$ cat src/rtl/core/cbl_pkg.sv
// Shared types, constants and helpers of the clipped coverage blend block.
`default_nettype none

package cbl_pkg;

   // Field widths
   localparam int unsigned CoordWidth   = 16;
   localparam int unsigned CovWidth     = 8;
   localparam int unsigned PixelWidth   = 32;
   localparam int unsigned ColorWidth   = 24;
   localparam int unsigned DimWidth     = 14;
   localparam int unsigned AddrWidth    = 26;
   localparam int unsigned EdgeWidth    = CoordWidth + 1;
   localparam int unsigned Channels     = 3;
   localparam int unsigned ChanWidth    = 8;
   localparam int unsigned MixWidth     = 2 * ChanWidth;

   // Stream payload widths
   localparam int unsigned ReqDataWidth = 2 * CoordWidth + CovWidth + PixelWidth;
   localparam int unsigned RspBodyWidth = AddrWidth + PixelWidth;
   localparam int unsigned RspDataWidth = 64;

   // Register file
   localparam int unsigned CsrAddrWidth = 5;
   localparam int unsigned CsrDataWidth = 32;

   localparam logic [ChanWidth-1:0] AlphaOpaque = 8'hff;
   localparam logic [ChanWidth-1:0] CovFull     = 8'd255;

   typedef enum logic [2:0] {
      REG_TEXT_COLOR    = 3'd0,
      REG_BUFFER_WIDTH  = 3'd1,
      REG_BUFFER_HEIGHT = 3'd2,
      REG_ROW_STRIDE    = 3'd3,
      REG_CLIP_LEFT     = 3'd4,
      REG_CLIP_TOP      = 3'd5,
      REG_CLIP_RIGHT    = 3'd6,
      REG_CLIP_BOTTOM   = 3'd7
   } cbl_reg_type;

   // Configuration as seen by the datapath: clip box already cut to the buffer
   typedef struct packed {
      logic [ColorWidth-1:0]       text_color;
      logic [DimWidth-1:0]         row_stride;
      logic signed [EdgeWidth-1:0] x0;
      logic signed [EdgeWidth-1:0] x1;
      logic signed [EdgeWidth-1:0] y0;
      logic signed [EdgeWidth-1:0] y1;
      logic                        box_ok;
   } cbl_cfg_type;

   // Exact x / 255 for x <= 255*255 via reciprocal with correction
   function automatic logic [ChanWidth-1:0] div255(input logic [MixWidth-1:0] x);
      logic [MixWidth:0] t;
      t = {1'b0, x} + {{MixWidth{1'b0}}, 1'b1} + {{(ChanWidth + 1){1'b0}}, x[MixWidth-1:ChanWidth]};
      return t[MixWidth-1:ChanWidth];
   endfunction

endpackage

`default_nettype wire

$ cat src/rtl/core/cbl_csr.sv
// Configuration registers with APB-style access and clip box preparation.
`default_nettype none

module cbl_csr (
   input  wire logic                              clock,
   input  wire logic                              reset,
   input  wire logic                              csr_psel,
   input  wire logic                              csr_penable,
   input  wire logic                              csr_pwrite,
   input  wire logic [cbl_pkg::CsrAddrWidth-1:0]  csr_paddr,
   input  wire logic [cbl_pkg::CsrDataWidth-1:0]  csr_pwdata,
   output logic      [cbl_pkg::CsrDataWidth-1:0]  csr_prdata,
   output logic                                   csr_pready,
   output cbl_pkg::cbl_cfg_type                   cfg
);

   logic [cbl_pkg::ColorWidth-1:0]        text_color_ff;
   logic [cbl_pkg::DimWidth-1:0]          buffer_width_ff;
   logic [cbl_pkg::DimWidth-1:0]          buffer_height_ff;
   logic [cbl_pkg::DimWidth-1:0]          row_stride_ff;
   logic signed [cbl_pkg::CoordWidth-1:0] clip_left_ff;
   logic signed [cbl_pkg::CoordWidth-1:0] clip_top_ff;
   logic signed [cbl_pkg::CoordWidth-1:0] clip_right_ff;
   logic signed [cbl_pkg::CoordWidth-1:0] clip_bottom_ff;

   cbl_pkg::cbl_reg_type reg_sel;
   logic                 wr_en;

   logic signed [cbl_pkg::EdgeWidth-1:0] left_ext, top_ext, right_ext, bottom_ext;
   logic signed [cbl_pkg::EdgeWidth-1:0] width_ext, height_ext;

   assign csr_pready = 1'b1;
   assign reg_sel    = cbl_pkg::cbl_reg_type'(csr_paddr[cbl_pkg::CsrAddrWidth-1:2]);
   assign wr_en      = csr_psel & csr_penable & csr_pwrite;

   // Register writes
   always_ff @(posedge clock) begin
      if (reset) begin
         text_color_ff    <= '0;
         buffer_width_ff  <= '0;
         buffer_height_ff <= '0;
         row_stride_ff    <= '0;
         clip_left_ff     <= '0;
         clip_top_ff      <= '0;
         clip_right_ff    <= '0;
         clip_bottom_ff   <= '0;
      end else if (wr_en) begin
         unique case (reg_sel)
            cbl_pkg::REG_TEXT_COLOR:    text_color_ff    <= csr_pwdata[cbl_pkg::ColorWidth-1:0];
            cbl_pkg::REG_BUFFER_WIDTH:  buffer_width_ff  <= csr_pwdata[cbl_pkg::DimWidth-1:0];
            cbl_pkg::REG_BUFFER_HEIGHT: buffer_height_ff <= csr_pwdata[cbl_pkg::DimWidth-1:0];
            cbl_pkg::REG_ROW_STRIDE:    row_stride_ff    <= csr_pwdata[cbl_pkg::DimWidth-1:0];
            cbl_pkg::REG_CLIP_LEFT:     clip_left_ff     <= csr_pwdata[cbl_pkg::CoordWidth-1:0];
            cbl_pkg::REG_CLIP_TOP:      clip_top_ff      <= csr_pwdata[cbl_pkg::CoordWidth-1:0];
            cbl_pkg::REG_CLIP_RIGHT:    clip_right_ff    <= csr_pwdata[cbl_pkg::CoordWidth-1:0];
            cbl_pkg::REG_CLIP_BOTTOM:   clip_bottom_ff   <= csr_pwdata[cbl_pkg::CoordWidth-1:0];
            default: ;
         endcase
      end
   end

   // Read mux
   always_comb begin
      csr_prdata = '0;
      unique case (reg_sel)
         cbl_pkg::REG_TEXT_COLOR:    csr_prdata[cbl_pkg::ColorWidth-1:0] = text_color_ff;
         cbl_pkg::REG_BUFFER_WIDTH:  csr_prdata[cbl_pkg::DimWidth-1:0]   = buffer_width_ff;
         cbl_pkg::REG_BUFFER_HEIGHT: csr_prdata[cbl_pkg::DimWidth-1:0]   = buffer_height_ff;
         cbl_pkg::REG_ROW_STRIDE:    csr_prdata[cbl_pkg::DimWidth-1:0]   = row_stride_ff;
         cbl_pkg::REG_CLIP_LEFT:     csr_prdata[cbl_pkg::CoordWidth-1:0] = clip_left_ff;
         cbl_pkg::REG_CLIP_TOP:      csr_prdata[cbl_pkg::CoordWidth-1:0] = clip_top_ff;
         cbl_pkg::REG_CLIP_RIGHT:    csr_prdata[cbl_pkg::CoordWidth-1:0] = clip_right_ff;
         cbl_pkg::REG_CLIP_BOTTOM:   csr_prdata[cbl_pkg::CoordWidth-1:0] = clip_bottom_ff;
         default: csr_prdata = '0;
      endcase
   end

   // Clip box cut to buffer; user keeps it stable while items are in flight
   assign left_ext   = cbl_pkg::EdgeWidth'(clip_left_ff);
   assign top_ext    = cbl_pkg::EdgeWidth'(clip_top_ff);
   assign right_ext  = cbl_pkg::EdgeWidth'(clip_right_ff);
   assign bottom_ext = cbl_pkg::EdgeWidth'(clip_bottom_ff);
   assign width_ext  = $signed({{(cbl_pkg::EdgeWidth - cbl_pkg::DimWidth){1'b0}},
                                buffer_width_ff});
   assign height_ext = $signed({{(cbl_pkg::EdgeWidth - cbl_pkg::DimWidth){1'b0}},
                                buffer_height_ff});

   always_comb begin
      cfg.text_color = text_color_ff;
      cfg.row_stride = row_stride_ff;
      cfg.x0         = left_ext[cbl_pkg::EdgeWidth-1] ? '0 : left_ext;
      cfg.y0         = top_ext[cbl_pkg::EdgeWidth-1]  ? '0 : top_ext;
      cfg.x1         = (right_ext > width_ext)   ? width_ext  : right_ext;
      cfg.y1         = (bottom_ext > height_ext) ? height_ext : bottom_ext;
      cfg.box_ok     = (cfg.x1 > cfg.x0) && (cfg.y1 > cfg.y0);
   end

endmodule

`default_nettype wire

$ cat src/rtl/core/cbl_pipe.sv
// Four-stage blend datapath: capture, clip test and multiply, sum, divide.
`default_nettype none

module cbl_pipe (
   input  wire logic                               clock,
   input  wire logic                               reset,
   input  wire cbl_pkg::cbl_cfg_type               cfg,
   input  wire logic                               in_valid,
   output logic                                    in_ready,
   input  wire logic [cbl_pkg::ReqDataWidth-1:0]   in_data,
   output logic                                    out_valid,
   input  wire logic                               out_ready,
   output logic                                    out_we,
   output logic      [cbl_pkg::RspBodyWidth-1:0]   out_data
);

   localparam int unsigned CW  = cbl_pkg::CoordWidth;
   localparam int unsigned ChW = cbl_pkg::ChanWidth;
   localparam int unsigned MxW = cbl_pkg::MixWidth;
   localparam int unsigned AW  = cbl_pkg::AddrWidth;
   localparam int unsigned NCh = cbl_pkg::Channels;

   // Stage valids and advance enables
   logic v1_ff, v2_ff, v3_ff, v4_ff;
   logic en1, en2, en3, en4;

   // Stage 1: captured input
   logic signed [CW-1:0]                tx1_ff, ty1_ff;
   logic [cbl_pkg::CovWidth-1:0]        cov1_ff;
   logic [cbl_pkg::PixelWidth-1:0]      dp1_ff;

   // Stage 2: clip decision and products
   logic                                we2_in, we2_ff;
   logic [NCh-1:0][MxW-1:0]             src2_in, src2_ff, dst2_in, dst2_ff;
   logic [AW-1:0]                       row2_in, row2_ff;
   logic [CW-1:0]                       tx2_ff;

   // Stage 3: channel sums and address
   logic                                we3_ff;
   logic [NCh-1:0][MxW-1:0]             sum3_in, sum3_ff;
   logic [AW-1:0]                       addr3_in, addr3_ff;

   // Stage 4: output register
   logic                                we4_ff;
   logic [cbl_pkg::RspBodyWidth-1:0]    data4_in, data4_ff;

   logic signed [cbl_pkg::EdgeWidth-1:0] tx_ext, ty_ext;
   logic [ChW-1:0]                       inv_cov;
   logic [CW+cbl_pkg::DimWidth-1:0]      row_full;

   // A stage moves when it is empty or the next one moves
   assign en4      = ~v4_ff | out_ready;
   assign en3      = ~v3_ff | en4;
   assign en2      = ~v2_ff | en3;
   assign en1      = ~v1_ff | en2;
   assign in_ready = en1;

   always_ff @(posedge clock) begin
      if (reset) begin
         v1_ff <= 1'b0;
         v2_ff <= 1'b0;
         v3_ff <= 1'b0;
         v4_ff <= 1'b0;
      end else begin
         if (en1) v1_ff <= in_valid;
         if (en2) v2_ff <= v1_ff;
         if (en3) v3_ff <= v2_ff;
         if (en4) v4_ff <= v3_ff;
      end
   end

   // Stage 1 capture
   always_ff @(posedge clock) begin
      if (en1) begin
         tx1_ff  <= in_data[CW-1:0];
         ty1_ff  <= in_data[2*CW-1:CW];
         cov1_ff <= in_data[2*CW +: cbl_pkg::CovWidth];
         dp1_ff  <= in_data[2*CW + cbl_pkg::CovWidth +: cbl_pkg::PixelWidth];
      end
   end

   // Stage 2: inside test, channel products, row offset
   assign tx_ext   = cbl_pkg::EdgeWidth'(tx1_ff);
   assign ty_ext   = cbl_pkg::EdgeWidth'(ty1_ff);
   assign inv_cov  = cbl_pkg::CovFull - cov1_ff;
   assign row_full = {{cbl_pkg::DimWidth{1'b0}}, ty1_ff} *
                     {{CW{1'b0}}, cfg.row_stride};
   assign row2_in  = row_full[AW-1:0];

   always_comb begin
      we2_in = (cov1_ff != '0) && cfg.box_ok &&
               (tx_ext >= cfg.x0) && (tx_ext < cfg.x1) &&
               (ty_ext >= cfg.y0) && (ty_ext < cfg.y1);
      for (int i = 0; i < NCh; i++) begin
         src2_in[i] = {{ChW{1'b0}}, cfg.text_color[ChW*i +: ChW]} * {{ChW{1'b0}}, cov1_ff};
         dst2_in[i] = {{ChW{1'b0}}, dp1_ff[ChW*i +: ChW]} * {{ChW{1'b0}}, inv_cov};
      end
   end

   always_ff @(posedge clock) begin
      if (en2) begin
         we2_ff  <= we2_in;
         src2_ff <= src2_in;
         dst2_ff <= dst2_in;
         row2_ff <= row2_in;
         tx2_ff  <= tx1_ff;
      end
   end

   // Stage 3: sums and full address (tx is non-negative whenever we is set)
   always_comb begin
      for (int i = 0; i < NCh; i++) begin
         sum3_in[i] = src2_ff[i] + dst2_ff[i];
      end
      addr3_in = row2_ff + {{(AW - CW){1'b0}}, tx2_ff};
   end

   always_ff @(posedge clock) begin
      if (en3) begin
         we3_ff   <= we2_ff;
         sum3_ff  <= sum3_in;
         addr3_ff <= addr3_in;
      end
   end

   // Stage 4: divide by 255, force alpha, zero skipped samples
   always_comb begin
      data4_in = '0;
      if (we3_ff) begin
         data4_in[AW-1:0] = addr3_ff;
         for (int i = 0; i < NCh; i++) begin
            data4_in[AW + ChW*i +: ChW] = cbl_pkg::div255(sum3_ff[i]);
         end
         data4_in[AW + ChW*NCh +: ChW] = cbl_pkg::AlphaOpaque;
      end
   end

   always_ff @(posedge clock) begin
      if (en4) begin
         we4_ff   <= we3_ff;
         data4_ff <= data4_in;
      end
   end

   assign out_valid = v4_ff;
   assign out_we    = we4_ff;
   assign out_data  = data4_ff;

endmodule

`default_nettype wire

$ cat src/rtl/core/clipped_coverage_blend_top.sv
// Top level of the clipped coverage blend block.
//
// Blends glyph coverage samples into RGB888 destination pixels.
// req channel: one coverage sample per transfer (x, y, coverage, current pixel).
// rsp channel: one result per sample: write flag on tuser, then address and
// blended pixel on tdata. Skipped samples come out with a zero payload.
// csr port: eight registers at byte addresses 0x00..0x1C (color, buffer size,
// row stride, clip box). Write them only while no samples are in flight.
// Path: each sample passes the capture, product, sum and output registers
// before rsp_tvalid rises. Throughput: one sample per cycle, sustained while
// rsp_tready is high; the pipeline is four register stages (capture, clip
// test and 8x8 / 16x14 multiplies, sums, divide by 255).
// Stalls: when rsp_tready is low, empty stages still fill, so req_tready stays
// high until all four stages hold a sample; nothing is dropped or repeated.
// Reset: synchronous; clears the configuration registers to zero and empties the pipeline.
`default_nettype none

module clipped_coverage_blend_top (
   input  wire logic                               clock,
   input  wire logic                               reset,
   // Sample input
   input  wire logic                               req_tvalid,
   output logic                                    req_tready,
   // tdata: target_x[15:0], target_y[31:16], coverage[39:32], dest_pixel[71:40]
   input  wire logic [cbl_pkg::ReqDataWidth-1:0]   req_tdata,
   // Result output
   output logic                                    rsp_tvalid,
   input  wire logic                               rsp_tready,
   // tdata: pixel_address[25:0], new_pixel[57:26], zero[63:58]
   output logic      [cbl_pkg::RspDataWidth-1:0]   rsp_tdata,
   // tuser: write_enable[0]
   output logic                                    rsp_tuser,
   // Register access
   input  wire logic                               csr_psel,
   input  wire logic                               csr_penable,
   input  wire logic                               csr_pwrite,
   input  wire logic [cbl_pkg::CsrAddrWidth-1:0]   csr_paddr,
   input  wire logic [cbl_pkg::CsrDataWidth-1:0]   csr_pwdata,
   output logic      [cbl_pkg::CsrDataWidth-1:0]   csr_prdata,
   output logic                                    csr_pready
);

   cbl_pkg::cbl_cfg_type                cfg;
   logic [cbl_pkg::RspBodyWidth-1:0]    body;

   // Configuration registers
   cbl_csr u_csr (
      .clock       (clock),
      .reset       (reset),
      .csr_psel    (csr_psel),
      .csr_penable (csr_penable),
      .csr_pwrite  (csr_pwrite),
      .csr_paddr   (csr_paddr),
      .csr_pwdata  (csr_pwdata),
      .csr_prdata  (csr_prdata),
      .csr_pready  (csr_pready),
      .cfg         (cfg)
   );

   // Blend pipeline
   cbl_pipe u_pipe (
      .clock     (clock),
      .reset     (reset),
      .cfg       (cfg),
      .in_valid  (req_tvalid),
      .in_ready  (req_tready),
      .in_data   (req_tdata),
      .out_valid (rsp_tvalid),
      .out_ready (rsp_tready),
      .out_we    (rsp_tuser),
      .out_data  (body)
   );

   assign rsp_tdata = {{(cbl_pkg::RspDataWidth - cbl_pkg::RspBodyWidth){1'b0}}, body};

   // Skipped samples carry a zero payload
   a_skip_zero: assert property (@(posedge clock) disable iff (reset)
      (rsp_tvalid && !rsp_tuser) |-> (rsp_tdata == '0))
      else $error("skipped sample with nonzero payload");

   // Written pixels are opaque
   a_alpha_opaque: assert property (@(posedge clock) disable iff (reset)
      (rsp_tvalid && rsp_tuser) |->
         (rsp_tdata[cbl_pkg::RspBodyWidth-1 -: cbl_pkg::ChanWidth] == cbl_pkg::AlphaOpaque))
      else $error("written pixel alpha is not opaque");

   // Reset empties the pipeline
   a_reset_empty: assert property (@(posedge clock)
      reset |=> !rsp_tvalid)
      else $error("result valid right after reset");

   // A stalled result stays valid while req_tready is high
   a_full_stall: assert property (@(posedge clock) disable iff (reset)
      (rsp_tvalid && !rsp_tready && req_tready) |=> rsp_tvalid)
      else $error("pipeline lost a stalled result");

endmodule

`default_nettype wire

$ cat config.mk
export PLATFORM = sky130hd
export DESIGN_NAME = clipped_coverage_blend_top
export DESIGN_NICKNAME = d
export VERILOG_FILES = /design/src/rtl/core/cbl_pkg.sv /design/src/rtl/core/cbl_csr.sv /design/src/rtl/core/cbl_pipe.sv /design/src/rtl/core/clipped_coverage_blend_top.sv
export SDC_FILE = /design/constraint.sdc
export NUM_CORES = 2
export LEC_CHECK = 0
export ABC_CLOCK_PERIOD_IN_PS = 19840
export BUFFER_PORTS_ARGS = -buffer_cell sky130_fd_sc_hd__buf_4
export CORE_UTILIZATION = 63
export DETAILED_ROUTE_END_ITERATION = 10
export HOLD_SLACK_MARGIN = 0.05
export MAX_ROUTING_LAYER = met4
export PLACE_DENSITY = 0.82
export SLEW_MARGIN = 25
export SYNTH_ARGS = -nofsm -noshare
export SYNTH_HDL_FRONTEND = slang
export SYNTH_SLANG_ARGS = --single-unit
$ cat constraint.sdc
create_clock -name clock -period 19.84 [get_ports clock]
set_clock_uncertainty 0.05 [all_clocks]
set_input_delay 1.984 -clock clock [delete_from_list [all_inputs] [get_ports clock]]
set_output_delay 1.984 -clock clock [all_outputs]
set_load 0.02 [all_outputs]
==> out/qor.yml <==
worst_hold_path:
  hold_path.class: "reg2reg"
sta:
  fmax_mhz: 141.7
  maxSlewViolCount: 0
  final.period_utilization_pct: 35.58
  setup_tns_ps: 0
  worstMarginPinSlew_ps: 983.1
  timing.final.ws_setup_ps: 12780
  hold_violations: 0
  fin_crit_ps: 7060
  rsz0062_at_grt: "no"
  setup_violations: 0
  whs_ps: 371.1
  slew_headroom_pct: 32.77
clock_tree:
  clock_sinks: 463
  h-tree-depth: 2
  cts_tree: "done"
  cts_buffers: 54
  cts_resized: 0
  path_clk_slew_ps: 70
  cts_root_buf: "clkbuf_16"
  clk_latency_ps: 630
  cts_buffer_depth: 3
  post_cts_buffers: 0
  cts_hold_buf: 0
floorplan:
  dieArea_sq_um: 67690
  die_height_microns: 260.2
  rows: 94
  core_sq_um: 65860
  ios: 216
  start_util_pct: 63.75
  fp.dieW_microns: 260.2
critical_path:
  path_buf_inv: 3
  crit_path_end_kind: "flip-flop"
  path_class: "reg2reg"
  crit_fanout: 18
  crit_path_frequent_cell: "fa_1"
  crit_arrival_ps: 7350
  crit_path_max_incr_delay_ps: 940
  worstPathCellList: "nand2_1 > fa_1 > inv_1 > fa_1 > fa_1 > fa_1 > inv_1 > fa_1 > inv_1 > fa_1 > ha_1 > and4_1 > o2111ai_1 > o22ai_1 > o21ai_0 > o211a_1 > nor3_1 > a41o_1 > o21ai_0 > a21oi_1 > a31oi_1"
  cp_top_family: "adder cells"
  worst_path_max_delay_cell: "dfxtp_1"
  required_ps: 20140
  critPathLaunchType: "flip-flop"
placement:
  pre_cts_slack_ps: 12880
  dp_cells: 5217
  gp_congestion: 0.9539
  port_buffers: 182
  detailed_place_hpwl_microns: 75420
  place_area_sq_um: 43900
outcome:
  status: "finished, final reports clean"
layout:
  layout_common_cells: "594 x inv_1, 519 x nand2_1, 477 x ha_1"
  nets: 5384
  fillers: 4904
  drive_gt1_share_pct: 7.720
  synthToLayoutAreaGrowth_pct: 9.151
  finalInstanceArea_sq_um: 45830
  fin_cells: 5322
  layout_commonest_cell: "inv_1"
grt:
  grt_pass1_vias: 31180
  grt_pass1_wl_microns: 161600
  antenna_found_initial: 2
  grt_usage_pct: 31.39
  overflow: 0
  grt_max_degree: 102
synth:
  ys_seq_area_share_pct: 29.92
  synth-async-reset-ratio_pct: 0
  ys_types: 77
  yosysWarnings: 0
  synth_edf_count: 329
  netlist_area_sq_um: 41990
  synth_area_per_cell_sq_um: 9.706
  ys.flop_type: "edfxtp_1"
  ys_ff_latch: 463
  syn_inst: 4326
power:
  leakage_nw: 21.10
  ir_drop_v: 0.00006715
  power_density_nw_per_um2: 68.10
job:
  drv_cap: 0
detailed_routing:
  vias: 30800
  wirelength_microns: 102000
  drtPass1Iterations: 6
  drt_iter0_drc: 2514
  ant_nets: 0
  viasPerCell: 5.787
  drc_errors: 0
  routedWlPerCell_microns: 19.16
-- where the power goes --
| part | internal (mW) | switching, mW | total, mW |
|---|---|---|---|
| Combinational | 0.362 | 0.449 | 0.811 |
| Clock | 0.614 | 0.428 | 1.04 |
| Sequential | 1.18 | 0.0913 | 1.27 |
-- through the flow --
stage          power, mW  util (%)
5_1_grt            3.287     69.59
2_1_floorplan      1.855         -
3_5_place_dp       2.087     66.66
6_report           3.121     69.59
3_3_place_gp       2.049     66.65
4_1_cts            3.136     69.48
-- state kept, by name, summed over array words and instances (netlist names), 8 cells and up --
signal / flops
u_pipe.out_data: 51
u_csr.buffer_height_ff: 14
u_pipe.addr3_ff: 26
u_csr.clip_right_ff: 16
u_pipe.ty1_ff: 16
u_csr.clip_bottom_ff: 16
u_csr.row_stride_ff: 14
u_pipe.row2_ff: 26
u_csr.clip_top_ff: 16
u_pipe.cov1_ff: 8
u_pipe.sum3_ff: 48
u_pipe.dp1_ff: 24
u_pipe.dst2_ff: 48
u_csr.clip_left_ff: 16
u_pipe.tx1_ff: 16
u_csr.text_color_ff: 24
u_csr.buffer_width_ff: 14
u_pipe.src2_ff: 48
u_pipe.tx2_ff: 16
-- cell families after synthesis --
| kind of cell | Yosys count | synth area share [%] |
|---|---|---|
| and+or+nand+nor | 1406 | 16.75 |
| adders and majority gates | 864 | 32.50 |
| buffers and inverters | 796 | 7.357 |
| AOI/OAI and AO/OA | 565 | 8.248 |
| DFF | 463 | 29.92 |
| xor gates and xnor gates | 164 | 3.421 |
| muxes | 66 | 1.791 |
| other | 2 | 0.01789 |
-- layer usage --
| metal | GRT usage, % | part of all wire [%] |
|---|---|---|
| met5 | - | 0 |
| met4 | 13.74 | 4.7 |
| met3 | 3.450 | 6.7 |
| met2 | 52.89 | 49 |
| met1 | 38.14 | 39 |
-- cell usage after synthesis (all sizes together), types with 14 or more instances --
| cell | instances | area, sq um |
|---|---|---|
| xor2 | 32 | 280.3 |
| mux2i | 50 | 500.5 |
| nand3 | 36 | 180.2 |
| fa | 380 | 7607 |
| nand2 | 521 | 1956 |
| a211oi | 14 | 105.1 |
| inv | 596 | 2237 |
| and2 | 268 | 1677 |
| o21ai | 122 | 614.3 |
| a21oi | 229 | 1146 |
| nor2b | 138 | 863.3 |
| nor2 | 174 | 655.6 |
| o21a | 31 | 232.7 |
| a221oi | 14 | 122.6 |
| nor3 | 43 | 215.2 |
| or3 | 16 | 100.1 |
| dfxtp | 134 | 2683 |
| a21o | 32 | 241.5 |
| nand2b | 136 | 850.8 |
| nand4 | 23 | 143.9 |
| xnor2 | 132 | 1156 |
| buf | 42 | 259.0 |
| a21boi | 26 | 198.9 |
| ha | 477 | 5968 |
| clkbuf | 158 | 593.1 |
| edfxtp | 329 | 9879 |
-- worst register-to-register path, stage by stage (launching register included) --
cell       delay [ps]
dfxtp_1           940
nand2_1           210
fa_1              590
inv_1              60
fa_1              460
fa_1              500
fa_1              560
inv_1              60
fa_1              500
inv_1              50
fa_1              430
ha_1              410
and4_1            210
o2111ai_1         110
o22ai_1           220
o21ai_0           240
o211a_1           260
nor3_1            310
a41o_1            250
o21ai_0           120
a21oi_1           170
a31oi_1            60
-- path summary, 6_finish.rpt --
path                                             start  cells past startpoint            endpoint  slack [ps]
worst min-delay path                     u_pipe.we2_ff                      0       u_pipe.we3_ff         370
worst max register to register  u_csr.row_stride_ff[2]                     21  u_pipe.row2_ff[25]       12780
worst min register to register           u_pipe.we2_ff                      0       u_pipe.we3_ff         370
worst max-delay path            u_csr.row_stride_ff[2]                     21  u_pipe.row2_ff[25]       12780
-- area by class of cell --
| class | count | area [sq um] | share of cell area [%] |
|---|---|---|---|
| multi-input cells | 3080 | 26420 | 57.64 |
| flip-flops and latches | 463 | 12560 | 27.41 |
| diodes | 2 | 5.005 | 0.01092 |
| repair buffers | 216 | 1662 | 3.625 |
| well taps | 864 | 1081 | 2.359 |
| inverters | 596 | 2242 | 4.892 |
| clock buffers | 61 | 1438 | 3.137 |
| clock inverters | 40 | 424.2 | 0.9254 |
Power figures use the tool's default switching activity.
